$ cat config.mk
export PLATFORM = sky130hd
export DESIGN_NAME = battery_charge_monitor
export DESIGN_NICKNAME = d
export VERILOG_FILES = /design/src/bcm_pkg.sv /design/src/battery_charge_monitor.sv /design/src/bcm_cfg.sv /design/src/bcm_channel.sv /design/src/bcm_decide.sv
export SDC_FILE = /design/constraint.sdc
export NUM_CORES = 2
export LEC_CHECK = 0
export ABC_AREA = 1
export BUFFER_PORTS_ARGS = -buffer_cell sky130_fd_sc_hd__clkbuf_2
export CORE_MARGIN = 2
export CORE_UTILIZATION = 65
export DETAILED_ROUTE_END_ITERATION = 10
export PLACE_DENSITY = 0.82
export SYNTH_ARGS = -nofsm -noshare
export SYNTH_HDL_FRONTEND = slang
export SYNTH_SLANG_ARGS = --single-unit
$ cat constraint.sdc
create_clock -name i_clk -period 14.8 [get_ports i_clk]
set_input_delay 2.96 -clock i_clk [delete_from_list [all_inputs] [get_ports i_clk]]
set_output_delay 2.96 -clock i_clk [all_outputs]
set_load 0.01 [all_outputs]
$ cat src/bcm_pkg.sv
// shared types, constants and scaling functions for the battery charge monitor
// no dependencies

package bcm_pkg;

    localparam int unsigned ACC_BITS   = 16;
    localparam int unsigned LEVEL_BITS = 12;
    localparam int unsigned SCALE_BITS = 15;
    localparam int unsigned TEMP_BITS  = 13;

    localparam logic [LEVEL_BITS-1:0] CHARGE_END_RESET   = 12'd1370;
    localparam logic [LEVEL_BITS-1:0] CHARGE_START_RESET = 12'd1340;
    localparam logic [LEVEL_BITS-1:0] BATTERY_OK_RESET   = 12'd1130;
    localparam logic [LEVEL_BITS-1:0] BATTERY_LOW_RESET  = 12'd1080;

    // ceil(2^28/79), ceil(2^28/77), ceil(2^26/51)
    localparam logic [21:0] BAT_RECIP    = 22'd3397918;
    localparam logic [21:0] SUP_RECIP    = 22'd3486175;
    localparam logic [20:0] TEMP_RECIP   = 21'd1315861;
    localparam logic [16:0] TEMP_OFFSET  = 17'd655;

    typedef enum logic [1:0] {
        CFG_CHARGE_END   = 2'd0,
        CFG_CHARGE_START = 2'd1,
        CFG_BATTERY_OK   = 2'd2,
        CFG_BATTERY_LOW  = 2'd3
    } t_cfg_idx;

    typedef struct packed {
        logic [LEVEL_BITS-1:0] charge_end;
        logic [LEVEL_BITS-1:0] charge_start;
        logic [LEVEL_BITS-1:0] battery_ok;
        logic [LEVEL_BITS-1:0] battery_low;
    } t_cfg;

    typedef struct packed {
        logic charge;
        logic low;
    } t_flags;

    // acc*32/79 as acc*m >> 23
    function automatic logic [SCALE_BITS-1:0] scale_battery(input logic [ACC_BITS-1:0] acc);
        logic [37:0] p;
        p = 38'(acc) * 38'(BAT_RECIP);
        return p[37:23];
    endfunction

    // acc*32/77 as acc*m >> 23
    function automatic logic [SCALE_BITS-1:0] scale_supply(input logic [ACC_BITS-1:0] acc);
        logic [37:0] p;
        p = 38'(acc) * 38'(SUP_RECIP);
        return p[37:23];
    endfunction

    // (acc-655)*16/51, truncated toward zero, via magnitude
    function automatic logic signed [15:0] scale_temp(input logic [ACC_BITS-1:0] acc);
        logic [16:0]        d;
        logic [15:0]        mag;
        logic [36:0]        p;
        logic signed [15:0] qs;
        d   = {1'b0, acc} - TEMP_OFFSET;
        mag = d[16] ? 16'(-d) : d[15:0];
        p   = 37'(mag) * 37'(TEMP_RECIP);
        qs  = signed'({1'b0, p[36:22]});
        return d[16] ? -qs : qs;
    endfunction

    function automatic logic [LEVEL_BITS-1:0] sat_level(input logic [SCALE_BITS-1:0] v);
        return (v > SCALE_BITS'(4095)) ? 12'hFFF : v[LEVEL_BITS-1:0];
    endfunction

    function automatic logic signed [TEMP_BITS-1:0] sat_temp(input logic signed [15:0] t);
        logic signed [TEMP_BITS-1:0] r;
        if (t > 16'sd4095) begin
            r = 13'sd4095;
        end else if (t < -16'sd4096) begin
            r = -13'sd4096;
        end else begin
            r = t[TEMP_BITS-1:0];
        end
        return r;
    endfunction

endpackage

$ cat src/battery_charge_monitor.sv
// battery charge monitor top level: input register, filters, scaling, result register
// depends on bcm_pkg, bcm_cfg, bcm_channel, bcm_decide
//
// usage
//   input channel (i_in_valid / o_in_ready) carries one word of three raw samples
//   and a decision request; output channel (o_out_valid / i_out_ready) carries
//   both flags and the three scaled levels after that word's filter update
//   a word is held in the input register, then its result in the result register
//   throughput: one word per cycle while the receiver takes results; the filter update, one constant-reciprocal
//   multiply per channel and the saturation sit between the input register and
//   the result register, and the decision compares registered levels only
//   when the receiver stalls, the result register holds and the input register
//   still takes a word if it is empty; o_in_ready drops only when both are full
//   reset clears the accumulators, flags, stored levels and both valid bits and
//   loads the default thresholds; the plain write port updates a threshold in
//   the cycle its write enable is high, with no wait

module battery_charge_monitor #(
    parameter int unsigned SAMPLE_BITS = 10
) (
    input  logic                    i_clk,
    input  logic                    i_rst_n,
    input  logic                    i_cfg_we,
    input  logic [1:0]              i_cfg_index,
    input  logic [11:0]             i_cfg_data,
    input  logic                    i_in_valid,
    output logic                    o_in_ready,
    input  logic [SAMPLE_BITS-1:0]  i_battery_sample,
    input  logic [SAMPLE_BITS-1:0]  i_supply_sample,
    input  logic [SAMPLE_BITS-1:0]  i_temp_sample,
    input  logic                    i_run_decision,
    output logic                    o_out_valid,
    input  logic                    i_out_ready,
    output logic                    o_charge_enable,
    output logic                    o_low_battery,
    output logic [11:0]             o_battery_level,
    output logic [11:0]             o_supply_level,
    output logic signed [12:0]      o_temp_level
);

    bcm_pkg::t_cfg                  w_cfg;
    bcm_pkg::t_flags                w_flags;
    logic                           w_advance;
    logic                           w_fire;
    logic [bcm_pkg::ACC_BITS-1:0]   w_bat_acc;
    logic [bcm_pkg::ACC_BITS-1:0]   w_sup_acc;
    logic [bcm_pkg::ACC_BITS-1:0]   w_temp_acc;
    logic [bcm_pkg::SCALE_BITS-1:0] w_bat_scaled;
    logic [bcm_pkg::SCALE_BITS-1:0] w_sup_scaled;

    logic                           r_in_valid;
    logic [SAMPLE_BITS-1:0]         r_bat_sample;
    logic [SAMPLE_BITS-1:0]         r_sup_sample;
    logic [SAMPLE_BITS-1:0]         r_temp_sample;
    logic                           r_run;

    logic                           r_out_valid;
    logic                           r_charge;
    logic                           r_low;
    logic [11:0]                    r_bat_level;
    logic [11:0]                    r_sup_level;
    logic signed [12:0]             r_temp_level;

    assign w_advance  = !r_out_valid || i_out_ready;
    assign w_fire     = r_in_valid && w_advance;
    assign o_in_ready = !r_in_valid || w_advance;

    bcm_cfg u_cfg (
        .i_clk       (i_clk),
        .i_rst_n     (i_rst_n),
        .i_cfg_we    (i_cfg_we),
        .i_cfg_index (i_cfg_index),
        .i_cfg_data  (i_cfg_data),
        .o_cfg       (w_cfg)
    );

    // input register
    always_ff @(posedge i_clk) begin
        if (!i_rst_n) begin
            r_in_valid <= 1'b0;
        end else if (o_in_ready) begin
            r_in_valid <= i_in_valid;
        end
    end

    always_ff @(posedge i_clk) begin
        if (o_in_ready && i_in_valid) begin
            r_bat_sample  <= i_battery_sample;
            r_sup_sample  <= i_supply_sample;
            r_temp_sample <= i_temp_sample;
            r_run         <= i_run_decision;
        end
    end

    bcm_channel #(.SAMPLE_BITS(SAMPLE_BITS)) u_bat_ch (
        .i_clk      (i_clk),
        .i_rst_n    (i_rst_n),
        .i_update   (w_fire),
        .i_sample   (r_bat_sample),
        .o_acc_next (w_bat_acc)
    );

    bcm_channel #(.SAMPLE_BITS(SAMPLE_BITS)) u_sup_ch (
        .i_clk      (i_clk),
        .i_rst_n    (i_rst_n),
        .i_update   (w_fire),
        .i_sample   (r_sup_sample),
        .o_acc_next (w_sup_acc)
    );

    bcm_channel #(.SAMPLE_BITS(SAMPLE_BITS)) u_temp_ch (
        .i_clk      (i_clk),
        .i_rst_n    (i_rst_n),
        .i_update   (w_fire),
        .i_sample   (r_temp_sample),
        .o_acc_next (w_temp_acc)
    );

    assign w_bat_scaled = bcm_pkg::scale_battery(w_bat_acc);
    assign w_sup_scaled = bcm_pkg::scale_supply(w_sup_acc);

    bcm_decide u_decide (
        .i_clk       (i_clk),
        .i_rst_n     (i_rst_n),
        .i_update    (w_fire),
        .i_run       (r_run),
        .i_cfg       (w_cfg),
        .i_bat_level (w_bat_scaled),
        .i_sup_level (w_sup_scaled),
        .o_flags     (w_flags)
    );

    // result register
    always_ff @(posedge i_clk) begin
        if (!i_rst_n) begin
            r_out_valid <= 1'b0;
        end else if (w_advance) begin
            r_out_valid <= r_in_valid;
        end
    end

    always_ff @(posedge i_clk) begin
        if (w_fire) begin
            r_charge     <= w_flags.charge;
            r_low        <= w_flags.low;
            r_bat_level  <= bcm_pkg::sat_level(w_bat_scaled);
            r_sup_level  <= bcm_pkg::sat_level(w_sup_scaled);
            r_temp_level <= bcm_pkg::sat_temp(bcm_pkg::scale_temp(w_temp_acc));
        end
    end

    assign o_out_valid     = r_out_valid;
    assign o_charge_enable = r_charge;
    assign o_low_battery   = r_low;
    assign o_battery_level = r_bat_level;
    assign o_supply_level  = r_sup_level;
    assign o_temp_level    = r_temp_level;

endmodule

$ cat src/bcm_cfg.sv
// threshold register file for the battery charge monitor
// depends on bcm_pkg

module bcm_cfg (
    input  logic                 i_clk,
    input  logic                 i_rst_n,
    input  logic                 i_cfg_we,
    input  logic [1:0]           i_cfg_index,
    input  logic [11:0]          i_cfg_data,
    output bcm_pkg::t_cfg        o_cfg
);

    bcm_pkg::t_cfg r_cfg;

    always_ff @(posedge i_clk) begin
        if (!i_rst_n) begin
            r_cfg.charge_end   <= bcm_pkg::CHARGE_END_RESET;
            r_cfg.charge_start <= bcm_pkg::CHARGE_START_RESET;
            r_cfg.battery_ok   <= bcm_pkg::BATTERY_OK_RESET;
            r_cfg.battery_low  <= bcm_pkg::BATTERY_LOW_RESET;
        end else if (i_cfg_we) begin
            unique case (bcm_pkg::t_cfg_idx'(i_cfg_index))
                bcm_pkg::CFG_CHARGE_END:   r_cfg.charge_end   <= i_cfg_data;
                bcm_pkg::CFG_CHARGE_START: r_cfg.charge_start <= i_cfg_data;
                bcm_pkg::CFG_BATTERY_OK:   r_cfg.battery_ok   <= i_cfg_data;
                bcm_pkg::CFG_BATTERY_LOW:  r_cfg.battery_low  <= i_cfg_data;
                default: ;
            endcase
        end
    end

    assign o_cfg = r_cfg;

endmodule

$ cat src/bcm_channel.sv
// one filtered converter channel: 16-bit accumulator, acc += raw - (acc >> 3)
// depends on bcm_pkg

module bcm_channel #(
    parameter int unsigned SAMPLE_BITS = 10
) (
    input  logic                          i_clk,
    input  logic                          i_rst_n,
    input  logic                          i_update,
    input  logic [SAMPLE_BITS-1:0]        i_sample,
    output logic [bcm_pkg::ACC_BITS-1:0]  o_acc_next
);

    logic [bcm_pkg::ACC_BITS-1:0] r_acc;
    logic [bcm_pkg::ACC_BITS-1:0] n_acc;

    assign n_acc = r_acc + bcm_pkg::ACC_BITS'(i_sample) - (r_acc >> 3);

    always_ff @(posedge i_clk) begin
        if (!i_rst_n) begin
            r_acc <= '0;
        end else if (i_update) begin
            r_acc <= n_acc;
        end
    end

    assign o_acc_next = n_acc;

endmodule

$ cat src/bcm_decide.sv
// charger and low-battery hysteresis on the levels of the previous word
// depends on bcm_pkg

module bcm_decide (
    input  logic                            i_clk,
    input  logic                            i_rst_n,
    input  logic                            i_update,
    input  logic                            i_run,
    input  bcm_pkg::t_cfg                   i_cfg,
    input  logic [bcm_pkg::SCALE_BITS-1:0]  i_bat_level,
    input  logic [bcm_pkg::SCALE_BITS-1:0]  i_sup_level,
    output bcm_pkg::t_flags                 o_flags
);

    logic [bcm_pkg::SCALE_BITS-1:0] r_bat_level;
    logic [bcm_pkg::SCALE_BITS-1:0] r_sup_level;
    bcm_pkg::t_flags                r_flags;
    bcm_pkg::t_flags                n_flags;

    always_comb begin
        n_flags = r_flags;
        if (i_run) begin
            if (r_sup_level > r_bat_level) begin
                if (r_bat_level >= bcm_pkg::SCALE_BITS'(i_cfg.charge_end)) begin
                    n_flags.charge = 1'b0;
                end
                if (r_bat_level < bcm_pkg::SCALE_BITS'(i_cfg.charge_start)) begin
                    n_flags.charge = 1'b1;
                end
            end else begin
                n_flags.charge = 1'b0;
            end
            if (r_bat_level < bcm_pkg::SCALE_BITS'(i_cfg.battery_low)) begin
                n_flags.low = 1'b1;
            end
            if (n_flags.low && r_bat_level > bcm_pkg::SCALE_BITS'(i_cfg.battery_ok)) begin
                n_flags.low = 1'b0;
            end
        end
    end

    always_ff @(posedge i_clk) begin
        if (!i_rst_n) begin
            r_bat_level <= '0;
            r_sup_level <= '0;
            r_flags     <= '0;
        end else if (i_update) begin
            r_bat_level <= i_bat_level;
            r_sup_level <= i_sup_level;
            r_flags     <= n_flags;
        end
    end

    assign o_flags = n_flags;

endmodule

==> out/qor.csv <==
stage,metric,value,unit
sta,Worst Clk Skew,0.02501,ns
routing,Top Metal Used,met4,
synthesis,Post-Synth XOR/XNOR Area,0.02991,
synthesis,main combinational cell family by area after synthesis,adder cells,
synthesis,sequential cell area fraction in the yosys report,0.1642,
cts,CTS tree,done,
floorplan,full die area,45780,um^2
sta,Final Hold Fails,0,
sta,slew margin rel.,0.1681,
cts,Max clock buf depth,2,
synthesis,prevailing post-synth register cell,dfxtp_1,
routing,Initial DRC Count,1516,
critical_path,most frequent CP cell,inv_1,
critical_path,"Worst Path Class, Setup",flop to flop,
sta,post-route clock period utilization,0.6868,
critical_path,Setup crit end,o_battery_level[0],
flow_run,MaxCap Viol Count,0,
synthesis,mux contribution to synthesized area,0,
synthesis,Synth async-reset ratio,0,
global_routing,total grt overflow,0,
placed_design,Final HPWL DP,55.26,mm
critical_path,crit end category,flop,
cells_and_area,n_diodes,0,
global_routing,largest net degree at the start of global routing,84,
run_status,status,finished clean,
floorplan,number of I/O pins,91,
synthesis,Mapped Area,28650,um^2
critical_path,reg2reg setup slack,4.64,ns
critical_path,max incr delay on CP,0.64,ns
cts,Worst-Skew Late Latency,0.50,ns
routing,WL/cell,16.15,um
critical_path,Reg2Reg Depth,46,
global_routing,vias in the first global route,22680,
cells_and_area,nets@finish,4381,
sta,RSZ-0062 raised after global routing,false,
sta,Final min period,10.16,ns
cts,clock sink total,200,
sta,Final TNS setup,0,ns
critical_path,CP max FO,12,
cts,Inserted Clock Buffers,17,
sta,Achievable Freq,98.39,MHz
synthesis,"EDFF count, synth",70,
critical_path,RR Startpoint,r_bat_sample[2],
cells_and_area,layout cell share with drive strength beyond 1,0.04945,
routing,Initial DRT Pass Iterations,7,
routing,met2 WL post-DR,31.09,mm
cells_and_area,Finished Core Util,0.7013,
synthesis,syn_area_per_cell,8.445,um^2
sta,final max-slew violation count,0,
placed_design,I/O Buffers,90,
synthesis,net count after synthesis,4309,
cts,clk slew on worst S/H paths,0.09,ns
placed_design,GP Congestion,0.9830,
cells_and_area,Area Overhead vs Synth,5.900,%
routing,Post-route DRC,0,
routing,Antenna Nets Post-Route,0,
cts,Root Driver,clkbuf_16,
critical_path,Worst R2R End,o_battery_level[0],
critical_path,Critical path origin,r_bat_sample[2],
synthesis,Post-Syn Instances,3393,
routing,drt total wl,65.61,mm
critical_path,CP Data Arrival Time,10.39,ns
floorplan,DIE WIDTH,214.0,um
cells_and_area,area of the multi-input gates,20530,um^2
global_routing,Tot GR Track Use,0.2996,
routing,vias,22310,
synthesis,simple-gate share of the synthesized area,0.1217,
critical_path,Worst Setup Start Kind,flop,
synthesis,synth warn,0,
routing,met3 WL,3.755,mm
synthesis,Seq cells post-synth,200,
floorplan,Starting Density,0.6622,
global_routing,first-pass GRT wire length,110.9,mm
critical_path,WP data required,15.02,ns
sta,Worst-Margin Slew,1.239,ns
cells_and_area,FF/Latch Area,4705,um^2
routing,Via-to-Cell Ratio,5.490,
cells_and_area,# fillers,3388,
routing,met1 WL,28.69,mm
cts,Max H-tree Level,4,
global_routing,initial antenna violation count,0,
cts,"Setup Fix Bufs, Post-CTS",0,
cts,hold_buf cts,0,
floorplan,cell row count,76,
floorplan,Die Ht,214.0,um
synthesis,compound-cell area share of the yosys netlist,0.1023,
critical_path,Worst path slowest cell,fa_1,
min_path,Hold Path Class,flop to flop,
floorplan,Core ar.,43270,um^2
sta,Final Setup Violations,0,
synthesis,adder and majority cell fraction of the synthesized area,0.4625,
synthesis,Yosys cell types,56,
cts,cells resized by post-CTS repair,0,
==> stage by stage <==
step | hold slack [ns] | cell area [um^2] | setup slack (ns) | cells
5_1_grt | 0.4817 | 30340 | 3.768 | 4063
6_report | 0.4644 | 30340 | 4.636 | 4063
3_5_place_dp | 0.4531 | 29720 | 4.764 | 4031
4_1_cts | 0.4674 | 30340 | 4.731 | 4063
3_3_place_gp | 0.4501 | 29720 | 5.132 | 4031
2_1_floorplan | 0.4353 | 28650 | 5.763 | 3393
==> flip-flops by register name, indices dropped and copies added, names as in the netlist <==
| register | count |
|---|---|
| o_temp_level | 13 |
| r_sup_sample | 10 |
| u_sup_ch.r_acc | 16 |
| o_battery_level | 12 |
| u_bat_ch.r_acc | 16 |
| o_supply_level | 12 |
| o_charge_enable | 1 |
| u_decide.r_bat_level | 15 |
| u_temp_ch.r_acc | 16 |
| r_bat_sample | 10 |
| r_run | 1 |
| r_temp_sample | 10 |
| u_cfg.o_cfg | 48 |
| u_decide.r_sup_level | 15 |
| o_low_battery | 1 |
| r_in_valid | 1 |
| u_decide.r_flags | 2 |
| o_out_valid | 1 |
==> Yosys cell counts, types with 8 or more instances <==
library cell  instances  share of area
nor2_1              150          0.020
fa_1                322           0.22
nand4_1              25         0.0055
nand2_2              13         0.0028
nand3_1              99          0.017
o21a_1                9         0.0024
ha_1                544           0.24
edfxtp_1             70          0.073
nor4_1               12         0.0026
xor2_1               70          0.021
o21ai_0             147          0.026
xnor2_1              26         0.0079
nand2_1             450          0.059
a31oi_1              24         0.0052
a211oi_1             10         0.0026
dfxtp_1             130          0.091
nand3b_1             10         0.0026
o211ai_1             51          0.013
inv_1               858           0.11
a21o_1                9         0.0024
a21oi_1             220          0.038
clkbuf_1             41         0.0054
o31ai_1               8         0.0021
nor3_1               17         0.0030
o21bai_1             14         0.0037
or2_2                 9         0.0020
==> placed cells by master (no fill, tap or decap), types with 4 or more instances in the layout <==
cell / instances
o31ai_1: 8
nand2_1: 449
nand2_2: 14
clkbuf_2: 89
nor2_1: 150
nand3b_1: 10
xnor2_1: 26
inv_1: 858
nand3_1: 99
a31oi_1: 24
o21a_1: 9
nor3_1: 17
edfxtp_1: 70
o21ai_0: 147
a21o_1: 9
nand4_1: 25
nor2_2: 4
and3_1: 5
nor4_1: 12
ha_1: 544
or2_2: 9
xor2_1: 70
dfxtp_1: 130
clkbuf_16: 17
o21bai_1: 14
a21oi_1: 220
a211oi_1: 10
buf_4: 9
and2_1: 5
o211ai_1: 51
nor3b_1: 4
fa_1: 322
==> critical path: cells and delay by family, from the launching register on <==
family,cells,cell delay [ns]
adder cells (fa/ha/maj),9,4.24
flip-flops,1,0.33
buffers and inverters,9,0.71
AO/OA/AOI/OAI,17,2.81
AND/OR/NAND/NOR,9,1.43
XOR/XNOR,2,0.38
==> layout make-up <==
| class | instances | share of cell area |
|---|---|---|
| multi-input combinational | 2286 | 0.6766 |
| sequential | 200 | 0.1550 |
| inverter | 861 | 0.1066 |
| tap | 585 | 0.02412 |
| timing repair buffer | 99 | 0.01707 |
| clock buffer | 18 | 0.01414 |
| clock inverter | 14 | 0.006391 |
==> logic make-up (layout without fill, tap and decap cells) <==
kind of cell | count (synthesis) | in the layout
compound gates | 512 | 512
xor+xnor | 97 | 97
flops | 200 | 200
simple gates | 811 | 811
buf+inv | 907 | 992
fa+ha+maj | 866 | 866
==> metal layers <==
layer / up-vias / GRT usage
li1: 10960 / -
met4: 0 / 0.09790
met1: 10530 / 0.3963
met5: - / 0
met3: 138 / 0.04601
met2: 682 / 0.5054
==> how the worst min path moves through the flow <==
stage / from / endpoint / slack (ns) / cells past startpoint
finish: u_cfg.o_cfg[19] / u_cfg.o_cfg[19] / 0.46 / 2
global route: u_cfg.o_cfg[45] / u_cfg.o_cfg[45] / 0.48 / 2
CTS: u_cfg.o_cfg[30] / u_cfg.o_cfg[30] / 0.47 / 2
detailed placement: u_cfg.o_cfg[30] / u_cfg.o_cfg[30] / 0.45 / 2
global placement: u_sup_ch.r_acc[0] / u_sup_ch.r_acc[0] / 0.45 / 2
floorplan: u_bat_ch.r_acc[0] / u_bat_ch.r_acc[0] / 0.44 / 2
Power is left out: the tool's default activity adds up to more than one toggle a clock period on the data nets, which glitch-free logic cannot reach.
